--- config.mk ---
export PLATFORM = sky130hd
export DESIGN_NAME = titled_crlf_frame_hunter_top
export DESIGN_NICKNAME = d
export VERILOG_FILES = /design/src/design/tfh_pkg.sv /design/src/design/tfh_in_stage.sv /design/src/design/tfh_core.sv /design/src/design/tfh_out_stage.sv /design/src/design/titled_crlf_frame_hunter_top.sv
export SDC_FILE = /design/constraint.sdc
export NUM_CORES = 1
export LEC_CHECK = 0
export CELL_PAD_IN_SITES_DETAIL_PLACEMENT = 0
export CELL_PAD_IN_SITES_GLOBAL_PLACEMENT = 2
export CORE_UTILIZATION = 40
export DETAILED_ROUTE_END_ITERATION = 12
export DONT_BUFFER_PORTS = 1
export GPL_TIMING_DRIVEN = 1
export PLACE_DENSITY_LB_ADDON = 0.08
export SLEW_MARGIN = 20
export SYNTH_ARGS = -nofsm -noshare
export SYNTH_HDL_FRONTEND = slang
export SYNTH_SLANG_ARGS = --single-unit
--- constraint.sdc ---
create_clock -name clock -period 5.15 [get_ports clock]
set_clock_uncertainty 0.2 [all_clocks]
set_input_delay 1.2875 -clock clock [delete_from_list [all_inputs] [get_ports clock]]
set_output_delay 1.2875 -clock clock [all_outputs]
set_load 0.1 [all_outputs]
--- src/design/tfh_pkg.sv ---
// ----------------------------------------------------------------------------
// tfh_pkg
// shared types, title tables and result codes of the titled frame hunter
// ----------------------------------------------------------------------------
package tfh_pkg;

   localparam int FRAME_BUF  = 2048;
   localparam int CNT_W      = $clog2(FRAME_BUF);
   localparam int FLEN_W     = 11;
   localparam int NUM_TITLES = 3;
   localparam int WIN_DEPTH  = 8;
   localparam int FILL_W     = $clog2(WIN_DEPTH);
   localparam int LEN_W      = FILL_W + 1;

   typedef logic [7:0] byte_type;

   localparam byte_type CH_DOLLAR = 8'h24;
   localparam byte_type CH_CR     = 8'h0d;
   localparam byte_type CH_LF     = 8'h0a;

   typedef enum logic [2:0] {
      ST_HUNT  = 3'd0,
      ST_TITLE = 3'd1,
      ST_BODY  = 3'd2,
      ST_DONE  = 3'd3,
      ST_OVFL  = 3'd4
   } status_type;

   typedef enum logic [1:0] {
      KIND_NONE    = 2'd0,
      KIND_INITACK = 2'd1,
      KIND_PONG    = 2'd2,
      KIND_MESSAGE = 2'd3
   } kind_type;

   // "$initack", "$pong", "$message"
   localparam byte_type TITLE_TEXT [NUM_TITLES][WIN_DEPTH] = '{
      '{8'h24, 8'h69, 8'h6e, 8'h69, 8'h74, 8'h61, 8'h63, 8'h6b},
      '{8'h24, 8'h70, 8'h6f, 8'h6e, 8'h67, 8'h00, 8'h00, 8'h00},
      '{8'h24, 8'h6d, 8'h65, 8'h73, 8'h73, 8'h61, 8'h67, 8'h65}
   };

   localparam logic [LEN_W-1:0] TITLE_LEN [NUM_TITLES] = '{
      LEN_W'(8), LEN_W'(5), LEN_W'(8)
   };

   localparam kind_type KIND_OF [NUM_TITLES] = '{KIND_INITACK, KIND_PONG, KIND_MESSAGE};

   function automatic byte_type title_xor(input int t);
      byte_type x;
      x = '0;
      for (int i = 0; i < WIN_DEPTH; i++) begin
         if (i < int'(TITLE_LEN[t])) begin
            x = x ^ TITLE_TEXT[t][i];
         end
      end
      return x;
   endfunction

   localparam byte_type TITLE_XOR [NUM_TITLES] = '{title_xor(0), title_xor(1), title_xor(2)};

   typedef struct packed {
      status_type          status;
      kind_type            kind;
      logic [FLEN_W-1:0]   frame_len;
      byte_type            xor_sum;
      byte_type            body_byte;
   } result_type;

endpackage

--- src/design/tfh_in_stage.sv ---
// ----------------------------------------------------------------------------
// tfh_in_stage
// input register for received bytes
// ----------------------------------------------------------------------------
module tfh_in_stage
   import tfh_pkg::*;
(
   input  logic     clock,
   input  logic     reset,
   input  logic     req_tvalid,
   output logic     req_tready,
   input  byte_type req_tdata,   // [7:0] data_byte
   input  logic     advance,
   output logic     in_valid,
   output byte_type in_byte
);

   logic     valid_ff, valid_in;
   byte_type byte_ff, byte_in;

   assign req_tready = !valid_ff || advance;

   always_comb begin
      valid_in = valid_ff;
      byte_in  = byte_ff;
      if (req_tready) begin
         valid_in = req_tvalid;
         byte_in  = req_tdata;
      end
   end

   always_ff @(posedge clock) begin
      if (reset) begin
         valid_ff <= 1'b0;
      end else begin
         valid_ff <= valid_in;
      end
      byte_ff <= byte_in;
   end

   assign in_valid = valid_ff;
   assign in_byte  = byte_ff;

endmodule

--- src/design/tfh_core.sv ---
// ----------------------------------------------------------------------------
// tfh_core
// title hunt and frame tracking state with the per-byte result logic
// ----------------------------------------------------------------------------
module tfh_core
   import tfh_pkg::*;
(
   input  logic       clock,
   input  logic       reset,
   input  byte_type   in_byte,
   input  logic       advance,
   output result_type result
);

   // window kept as fill count plus the set of titles it is still a prefix of
   logic [FILL_W-1:0]     fill_ff, fill_in;
   logic [NUM_TITLES-1:0] alive_ff, alive_in;
   logic                  in_frame_ff, in_frame_in;
   kind_type              kind_ff, kind_in;
   logic [CNT_W-1:0]      count_ff, count_in;
   byte_type              xor_ff, xor_in;
   logic                  cr_ff, cr_in;

   logic [NUM_TITLES-1:0] alive_next;
   logic                  hit;
   logic [1:0]            hit_idx;
   logic [LEN_W-1:0]      fill_plus;
   logic [CNT_W-1:0]      count_plus;
   byte_type              xor_plus;

   assign fill_plus  = {1'b0, fill_ff} + LEN_W'(1);
   assign count_plus = count_ff + CNT_W'(1);
   assign xor_plus   = xor_ff ^ in_byte;

   always_comb begin
      hit     = 1'b0;
      hit_idx = '0;
      for (int t = 0; t < NUM_TITLES; t++) begin
         if (fill_ff == '0) begin
            alive_next[t] = (in_byte == CH_DOLLAR);
         end else begin
            alive_next[t] = alive_ff[t] && ({1'b0, fill_ff} < TITLE_LEN[t])
                            && (in_byte == TITLE_TEXT[t][fill_ff]);
         end
      end
      for (int t = NUM_TITLES - 1; t >= 0; t--) begin
         if (alive_next[t] && (fill_plus == TITLE_LEN[t])) begin
            hit     = 1'b1;
            hit_idx = 2'(t);
         end
      end
   end

   always_comb begin
      fill_in     = fill_ff;
      alive_in    = alive_ff;
      in_frame_in = in_frame_ff;
      kind_in     = kind_ff;
      count_in    = count_ff;
      xor_in      = xor_ff;
      cr_in       = cr_ff;

      result.status    = ST_HUNT;
      result.kind      = KIND_NONE;
      result.frame_len = '0;
      result.xor_sum   = '0;
      result.body_byte = '0;

      if (!in_frame_ff) begin
         if (hit) begin
            in_frame_in = 1'b1;
            kind_in     = KIND_OF[hit_idx];
            count_in    = CNT_W'(TITLE_LEN[hit_idx]);
            xor_in      = TITLE_XOR[hit_idx];
            cr_in       = 1'b0;
            fill_in     = '0;
            alive_in    = '0;
            result.status    = ST_TITLE;
            result.kind      = KIND_OF[hit_idx];
            result.frame_len = FLEN_W'(TITLE_LEN[hit_idx]);
            result.xor_sum   = TITLE_XOR[hit_idx];
         end else if (|alive_next) begin
            fill_in  = fill_plus[FILL_W-1:0];
            alive_in = alive_next;
         end else if (in_byte == CH_DOLLAR) begin
            fill_in  = FILL_W'(1);
            alive_in = '1;
         end else begin
            fill_in  = '0;
            alive_in = '0;
         end
      end else begin
         count_in = count_plus;
         xor_in   = xor_plus;
         result.kind      = kind_ff;
         result.frame_len = FLEN_W'(count_plus);
         result.xor_sum   = xor_plus;
         if (count_plus >= CNT_W'(FRAME_BUF - 1)) begin
            result.status = ST_OVFL;
         end else if ((in_byte == CH_LF) && cr_ff) begin
            result.status    = ST_DONE;
            result.body_byte = in_byte;
         end else begin
            result.status    = ST_BODY;
            result.body_byte = in_byte;
            cr_in            = (in_byte == CH_CR);
         end
         if (result.status != ST_BODY) begin
            in_frame_in = 1'b0;
            kind_in     = KIND_NONE;
            count_in    = '0;
            xor_in      = '0;
            cr_in       = 1'b0;
            fill_in     = '0;
            alive_in    = '0;
         end
      end
   end

   always_ff @(posedge clock) begin
      if (reset) begin
         fill_ff     <= '0;
         alive_ff    <= '0;
         in_frame_ff <= 1'b0;
         kind_ff     <= KIND_NONE;
         count_ff    <= '0;
         xor_ff      <= '0;
         cr_ff       <= 1'b0;
      end else if (advance) begin
         fill_ff     <= fill_in;
         alive_ff    <= alive_in;
         in_frame_ff <= in_frame_in;
         kind_ff     <= kind_in;
         count_ff    <= count_in;
         xor_ff      <= xor_in;
         cr_ff       <= cr_in;
      end
   end

endmodule

--- src/design/tfh_out_stage.sv ---
// ----------------------------------------------------------------------------
// tfh_out_stage
// result register driving the response channel
// ----------------------------------------------------------------------------
module tfh_out_stage
   import tfh_pkg::*;
(
   input  logic        clock,
   input  logic        reset,
   input  logic        load,
   input  result_type  result,
   output logic        stall,
   output logic        rsp_tvalid,
   input  logic        rsp_tready,
   output logic [31:0] rsp_tdata,   // [10:0] frame_len, [18:11] xor_sum, [26:19] body_byte
   output logic [4:0]  rsp_tuser    // [2:0] status, [4:3] msg_kind
);

   logic       valid_ff, valid_in;
   result_type res_ff, res_in;

   assign stall = valid_ff && !rsp_tready;

   always_comb begin
      valid_in = valid_ff;
      res_in   = res_ff;
      if (load) begin
         valid_in = 1'b1;
         res_in   = result;
      end else if (rsp_tready) begin
         valid_in = 1'b0;
      end
   end

   always_ff @(posedge clock) begin
      if (reset) begin
         valid_ff <= 1'b0;
      end else begin
         valid_ff <= valid_in;
      end
      res_ff <= res_in;
   end

   assign rsp_tvalid = valid_ff;
   assign rsp_tdata  = {5'd0, res_ff.body_byte, res_ff.xor_sum, res_ff.frame_len};
   assign rsp_tuser  = {res_ff.kind, res_ff.status};

endmodule

--- src/design/titled_crlf_frame_hunter_top.sv ---
// ----------------------------------------------------------------------------
// titled_crlf_frame_hunter_top
// byte stream framer for titled sentences ended by cr lf
// ----------------------------------------------------------------------------
// bytes enter on the req_ stream, one per item; every byte yields exactly one
// item on the rsp_ stream, carrying status and msg_kind in tuser and
// frame_len, xor_sum and body_byte in tdata
// while hunting, a title ("$initack", "$pong", "$message") is matched as the
// bytes arrive; after a title every byte is body until cr lf or overflow
// a byte accepted is held in the input register; its result is loaded into the
// output register when the rsp_ stream is not stalled and is driven from there
// throughput: one item per cycle while rsp_tready keeps the output from
// stalling; the next-state and result logic between the two registers is combinational
// reset: both registers empty, hunting with an empty title window
// stall: a result held by rsp_tready low stays put; one more byte is taken
// into the input register, then req_tready drops until the result leaves
// ----------------------------------------------------------------------------
module titled_crlf_frame_hunter_top
   import tfh_pkg::*;
(
   input  logic        clock,
   input  logic        reset,
   input  logic        req_tvalid,
   output logic        req_tready,
   input  logic [7:0]  req_tdata,   // [7:0] data_byte
   output logic        rsp_tvalid,
   input  logic        rsp_tready,
   output logic [31:0] rsp_tdata,   // [10:0] frame_len, [18:11] xor_sum, [26:19] body_byte
   output logic [4:0]  rsp_tuser    // [2:0] status, [4:3] msg_kind
);

   logic       in_valid;
   byte_type   in_byte;
   logic       advance;
   logic       stall;
   result_type result;

   assign advance = in_valid && !stall;

   tfh_in_stage u_in_stage (
      .clock      (clock),
      .reset      (reset),
      .req_tvalid (req_tvalid),
      .req_tready (req_tready),
      .req_tdata  (req_tdata),
      .advance    (advance),
      .in_valid   (in_valid),
      .in_byte    (in_byte)
   );

   tfh_core u_core (
      .clock   (clock),
      .reset   (reset),
      .in_byte (in_byte),
      .advance (advance),
      .result  (result)
   );

   tfh_out_stage u_out_stage (
      .clock      (clock),
      .reset      (reset),
      .load       (advance),
      .result     (result),
      .stall      (stall),
      .rsp_tvalid (rsp_tvalid),
      .rsp_tready (rsp_tready),
      .rsp_tdata  (rsp_tdata),
      .rsp_tuser  (rsp_tuser)
   );

endmodule

==> metrics.md, run 1 <==
| Metric | Value |
|---|---|
| Ant diodes | 0 |
| Post-synthesis mux area share | 0.953% |
| Die ar. | 10900 um^2 |
| Crit path largest cell delay | 620 ps |
| LEAKAGE | 0.00152 uW |
| First-pass GRT wire length | 17200 um |
| Sequential element share of the synthesized area | 43.4% |
| Synth Cell Area | 4200 um^2 |
| Synth Area in Compound Gates | 18.8% |
| Largest family of logic cells by synthesized area | simple AND/OR/NAND/NOR gates |
| Fraction of layout cells with a size suffix above 1 | 11.9% |
| Post-synth EDFFs | 40 |
| CP max stage cell | dfxtp_1 |
| I/O Buffers | 0 |
| Worst vdd ir | 0.118 mV |
| Rel. slew slack | 37.5% |
| CP Cell Sequence | inv_1 > ha_1 > nor4bb_1 > a211oi_1 > a221oi_2 > nand4b_2 > a211oi_4 > inv_1 > ha_1 > or4_1 > a31oi_1 |
| Endpoints failing setup | 0 |
| Top cell type's share of synthesized area | 28.6% |
| Final period utilization | 78.4% |
| Initial Util | 41.1% |
| Wire length per cell | 18.9 um |
| # clock sinks | 71 |
| DRC | 0 |
| Worst hold slack | 265 ps |
| IO Count | 51 |
| Cell Pwr Density | 266 nW/um^2 |
| Via density | 5.72 |
| GRT Util Overall | 20.8% |
| Status | finished clean |
| Critical path's top delay family | simple AND/OR/NAND/NOR gates |
| Fmax | 0.248 GHz |
| Setup crit end kind | register |
| Cell accounting for the most synthesized area | edfxtp_1 |
| Num CTS Buffers | 9 |
| Synth Area in Adders | 3.28% |
| Max-Cap Viols | 0 |
| Synthesis-stage register bit count | 71 |
| Cell Rows | 37 |
| Die Height | 104 um |
| Worst-Margin Slew | 935 ps |
| Final #Nets | 447 |
| Final-report hold violation count | 0 |
| Area grow syn2layout | 4.14% |
| Synth Area in Simple Gates | 21.5% |
| Hold WC Path Type | reg2reg |
| Final Max Slew Viols | 0 |
| Drt total wl | 10700 um |
| Crit Path Max Fanout | 13 |
| Data required time of the critical path | 5240 ps |
| Mean Syn Cell Area | 9.59 um^2 |
| Final Wtd Congestion | 0.886 |
| Clock Path Buffers | 2 |
| Commonest non-fill, non-tap cells in the layout | nand2_1 (41), edfxtp_1 (40), dfxtp_1 (31) |
| Setup Buffers After CTS | 0 |
| CP bufs+invs | 2 |
| Fin Setup TNS | 0 ps |
| Worst Path Arrival | 4130 ps |
| Predominant post-synthesis flop cell | edfxtp_1 |
| Initial antenna violation count | 0 |
| Post-cts resize count | 0 |
| Commonest non-fill, non-tap cell in the layout | nand2_1 |
| Mapped Cells | 438 |
| Horiz. Die Dim | 104 um |
| Ys async rst share | 0% |
| Vias in the first global route | 3006 |
| Critical Setup Path Class | reg2reg |
| Post-synthesis xor/xnor area fraction | 4.59% |
| DR iter-0 viols | 188 |
| CTS tree | built |
| RSZ-0062 raised after global routing | no |
| Startpoint types | register |
| Largest cells by area after synthesis | edfxtp_1 (29%), dfxtp_1 (15%), nand2_1 (3.7%), ha_1 (3.3%), xnor2_1 (3.1%) |
| Clock-pin slew on the worst setup and hold paths | 80 ps |
| Clk_lat worst skew | 370 ps |
| Core Footprint | 10200 um^2 |
| Synthesis Warnings | 0 |
| Netlist cell types | 81 |
| Post-DP HPWL | 7300 um |
| Hold Buf Count CTS | 0 |
| Global route overflow | 0 |
| Htree depth | 3 |
| Final ANT Viol Nets | 0 |
| Pin count of the biggest net entering global routing | 30 |
| Vias | 3233 |
| Tmin final | 4040 ps |
| DR pass1 iterations | 5 |
| Clock root buffer | clkbuf_8 |
## registers in the layout (all words and copies together) (netlist names), 2 cells and up
signal	count
u_in_stage.in_byte	8
u_out_stage.rsp_tdata	27
u_core.fill_ff	3
u_core.xor_ff	8
u_core.alive_ff	3
u_core.kind_ff	2
u_out_stage.rsp_tuser	5
u_core.count_ff	11
## metrics by stage
stage               cells  cell area [um^2]  utilization [%]  setup WS [ps]  total power [uW]
floorplan             442              4220                -           1440               756
global placement      549              4210             41.1           1290               765
detailed placement    549              4210             41.1           1150               765
CTS                   565              4380             42.8           1150              1170
global route          565              4380             42.8            808              1210
finish                565              4380             42.8           1110              1160
## worst paths after layout
check / from / end / slack (ps) / cells after the start
worst max-delay path: u_core.fill_ff[0] / u_core.kind_ff[1] / 1110 / 11
worst min-delay path: u_core.xor_ff[7] / u_core.xor_ff[7] / 260 / 2
worst max register to register: u_core.fill_ff[0] / u_core.kind_ff[1] / 1110 / 11
worst min register to register: u_core.xor_ff[7] / u_core.xor_ff[7] / 260 / 2
## cells in the mapped netlist, types with 7 or more instances
| master | number |
|---|---|
| nand2_1 | 41 |
| edfxtp_1 | 40 |
| dfxtp_1 | 31 |
| nor2_1 | 30 |
| a21oi_1 | 23 |
| inv_1 | 20 |
| o21ai_0 | 15 |
| xnor2_1 | 15 |
| nand3_1 | 13 |
| nor3_1 | 13 |
| clkbuf_1 | 11 |
| ha_1 | 11 |
| buf_2 | 9 |
| buf_4 | 9 |
| nor2b_1 | 9 |
| nand2b_1 | 7 |
| nand4_1 | 7 |
| xor2_1 | 7 |
## logic make-up after synthesis
kind of cell	count (synthesis)
simple gates	167
compound gates	104
flops	71
buf+inv	58
xor+xnor	22
fa+ha+maj	11
mux	4
other cells	1
## layout make-up
class                           instances  area [um^2]
Clock buffer                           12          145
Clock inverter                          4         22.5
Fill cell                            1007         5860
Inverter                               23         88.8
Multi-Input combinational cell        313         2080
Sequential cell                        71         1820
Tap cell                              136          170
Timing Repair Buffer                    6         45.0
## per-layer routing
metal	global-route usage (%)	routed length, um
met5	0	0
met4	10.1	189
met2	30.7	4770
met1	29.5	5230
met3	3.38	510
## power by group
part / switching (uW) / internal (uW) / total, uW
clock network: 227 / 186 / 413
logic: 44.6 / 12.2 / 56.7
registers: 83.3 / 612 / 695
total: 355 / 810 / 1160
## worst reg2reg max path, cell delays in order (launching register included)
cell	delay (ps)
dfxtp_1	620
inv_1	190
ha_1	400
nor4bb_1	330
a211oi_1	90
a221oi_2	260
nand4b_2	200
a211oi_4	490
inv_1	170
ha_1	350
or4_1	500
a31oi_1	170
Power figures use the tool's default switching activity.
==> run 2, diff against run 1 <==
--- a/config.mk
+++ b/config.mk
@@ -7,7 +7,7 @@
 export LEC_CHECK = 0
 export CELL_PAD_IN_SITES_DETAIL_PLACEMENT = 0
 export CELL_PAD_IN_SITES_GLOBAL_PLACEMENT = 2
-export CORE_UTILIZATION = 40
+export CORE_UTILIZATION = 36
 export DETAILED_ROUTE_END_ITERATION = 12
 export DONT_BUFFER_PORTS = 1
 export GPL_TIMING_DRIVEN = 1
==> constraint.sdc (replaced) <==
create_clock -name clock -period 3.6 [get_ports clock]
set_clock_uncertainty 0.2 [all_clocks]
set_input_delay 0.9 -clock clock [delete_from_list [all_inputs] [get_ports clock]]
set_output_delay 0.9 -clock clock [all_outputs]
set_load 0.1 [all_outputs]
==> run 2 against run 1 <==
Global-route usage down 0.52 points. Flip-flop and latch count unchanged. Count of clock-buffer cells in the layout decreased by 2. Sequential share of layout area shrank 2.6 points. Clock power is 110% higher. Worst setup slack worse by 860 ps. Routed wire length is 5.8% higher. Total power grew 69%. Register-to-register slack got worse by 860 ps.
==> metrics.md, run 2 (synthesis gave the netlist of run 1 again) <==
| Metric | Value |
|---|---|
| Reg2reg path depth | 10 (-1) |
| DR iter-0 viols | 261 (+39%) |
| CP Cell Sequence | ha_1 > nand2_1 > o31ai_4 > a22oi_1 > or4_4 > o31ai_4 > inv_4 > nand2b_2 > a21oi_4 > a22o_1 |
| Area grow syn2layout | 11.0% |
| Fraction of layout cells with a size suffix above 1 | 16.0% (+4.1 points) |
| Crit path largest cell delay | 510 ps (-110 ps) |
| Initial antenna violation count | 0 (unchanged) |
| Met1 usage | 28.7% (-0.79 points) |
| Ant diodes | 0 (unchanged) |
| Final-report hold violation count | 0 (unchanged) |
| I/O Buffers | 0 (unchanged) |
| Htree depth | 3 (unchanged) |
| Crit path to | u_core.alive_ff[0] |
| Worst hold start | u_core.xor_ff[7] |
| Grt peak-use layer | met2 |
| Wire length per cell | 19.1 um (+0.96%) |
| Setup crit end kind | register |
| CP max stage cell | o31ai_4 |
| Critical Setup Path Class | reg2reg |
| Clock-pin slew on the worst setup and hold paths | 60 ps (-20 ps) |
| Hold WC Path Type | reg2reg |
| Fin Setup TNS | 0 ps (unchanged) |
| CP most frequent cell | o31ai_4 |
| Status | finished clean |
| Worst-Margin Slew | 929 ps (-5.56 ps) |
| Reg2Reg Setup Slack | 260 ps (-860 ps) |
| Cell Pwr Density | 422 nW/um^2 (+58%) |
| Worst r2r dst | u_core.alive_ff[0] |
| Post-DP HPWL | 8070 um (+11%) |
| # clock sinks | 71 (unchanged) |
| Data required time of the critical path | 3630 ps (-1610 ps) |
| First-pass GRT wire length | 17700 um (+3.1%) |
| Reg-to-Reg Start | u_core.count_ff[0] |
| Commonest non-fill, non-tap cells in the layout | nand2_1 (41), edfxtp_1 (40), dfxtp_1 (31) |
| RSZ-0062 raised after global routing | no |
| Tmin final | 3340 ps (-694 ps) |
| Power, Total | 1970 uW (+69%) |
| Global route overflow | 0 (unchanged) |
| Vias | 3262 (+0.90%) |
| CP bufs+invs | 1 (-1) |
| Startpoint types | register |
| Critical path's top delay family | compound AO/OA/AOI/OAI gates |
| Fmax | 0.299 GHz (+21%) |
| Clk_lat worst skew | 340 ps (-30 ps) |
| Largest register FFs | 27 (unchanged) |
| Hold Crit Depth | 2 (unchanged) |
| Final ANT Viol Nets | 0 (unchanged) |
| Worst setup startpoint | u_core.count_ff[0] |
| Clock Path Buffers | 2 (unchanged) |
| Crit Path Max Fanout | 10 (-3) |
| Rel. slew slack | 38.2% (+0.65 points) |
| Final period utilization | 92.8% (+14 points) |
| Grt met3 use | 5.00% (+1.6 points) |
| Max-Cap Viols | 0 (unchanged) |
| Clock root buffer | clkbuf_16 |
| Horiz. Die Dim | 110 um (+5.3%) |
| Worst vdd ir | 0.300 mV (+150%) |
| DR pass1 iterations | 4 (-1) |
| Endpoints failing setup | 0 (unchanged) |
| Final Max Slew Viols | 0 (unchanged) |
| Die ar. | 12100 um^2 (+11%) |
| CTS tree | built |
| Via density | 5.51 (-3.7%) |
| Initial Util | 36.8% (-4.3 points) |
| Cell Rows | 39 (+5.4%) |
| Fillers | 1161 (+15%) |
| Worst Path Arrival | 3370 ps (-760 ps) |
| Vias in the first global route | 3078 (+2.4%) |
| Worst path depth | 10 (-1) |
| Final Wtd Congestion | 0.792 (-11%) |
| Core Footprint | 11400 um^2 (+12%) |
| GRT Util Overall | 20.3% (-0.52 points) |
| Pin count of the biggest net entering global routing | 30 (unchanged) |
| IO Count | 51 (unchanged) |
| Setup Buffers After CTS | 0 (unchanged) |
| LEAKAGE | 0.00168 uW (+10%) |
| Num CTS Buffers | 9 (unchanged) |
| Final #Nets | 467 (+4.5%) |
| Drt total wl | 11300 um (+5.8%) |
| GR Util met2 | 29.6% (-1.1 points) |
| DRC | 0 (unchanged) |
| Commonest non-fill, non-tap cell in the layout | nand2_1 |
| Die Height | 110 um (+5.3%) |
==> run 2: how the worst min path moves through the flow <==
| stage | to | slack, ps |
|---|---|---|
| 3_3_place_gp | u_core.xor_ff[7] | 250 |
| 4_1_cts | u_core.cr_ff | 260 |
| 2_1_floorplan | u_core.cr_ff | 230 |
| 6_report | u_core.xor_ff[7] | 260 |
| 5_1_grt | u_core.cr_ff | 270 |
| 3_5_place_dp | u_core.cr_ff | 250 |
==> run 2: stage by stage <==
stage          setup WS (ps)  hold WS (ps)  instance area [um^2]  cells  util (%)
2_1_floorplan           14.3           232                  4220    442         -
3_5_place_dp             171           249                  4370    576      38.2
6_report                 258           259                  4660    592      40.9
3_3_place_gp             158           248                  4370    576      38.2
5_1_grt                 3.00           266                  4660    592      40.9
4_1_cts                  164           256                  4660    592      40.8
==> run 2: final cells by class <==
class / count / area [um^2] / share of cell area [%]
inverters: 23 / 88.8 / 1.90
flip-flops and latches: 71 / 1820 / 39.1
multi-input cells: 313 / 2090 / 44.8
well taps: 143 / 179 / 3.84
clock buffers: 10 / 229 / 4.91
repair buffers: 26 / 195 / 4.18
clock inverters: 6 / 61.3 / 1.31
==> run 2: worst min-delay path, delay by kind of cell, from the launching register on <==
family / cells / cell delay, ps
compound gates: 1 / 50
flops: 1 / 310
simple gates: 1 / 50
==> run 2: repair_timing <==
item                                    4_1_cts  5_1_grt
endpoints found under the setup margin        0        7
gates resized for setup                       0        2
hold endpoints to repair                      0        0
hold buffers                                  0        0
==> run 2: metal layers <==
metal / wire [um] / share of wire [%] / up-vias
met5: 0 / 0 / -
met4: 213 / 1.9 / 0
met3: 564 / 5.0 / 18
met2: 4900 / 43 / 92
met1: 5640 / 50 / 1554
li1: - / - / 1598
==> run 2: where the power goes <==
part	switching [uW]	total [uW]	internal (uW)	leakage, uW
sequential	112	988	876	0.000642
combinational	74.4	99.0	24.6	0.000895
clock	347	881	534	0.000144
total	533	1970	1430	0.00168
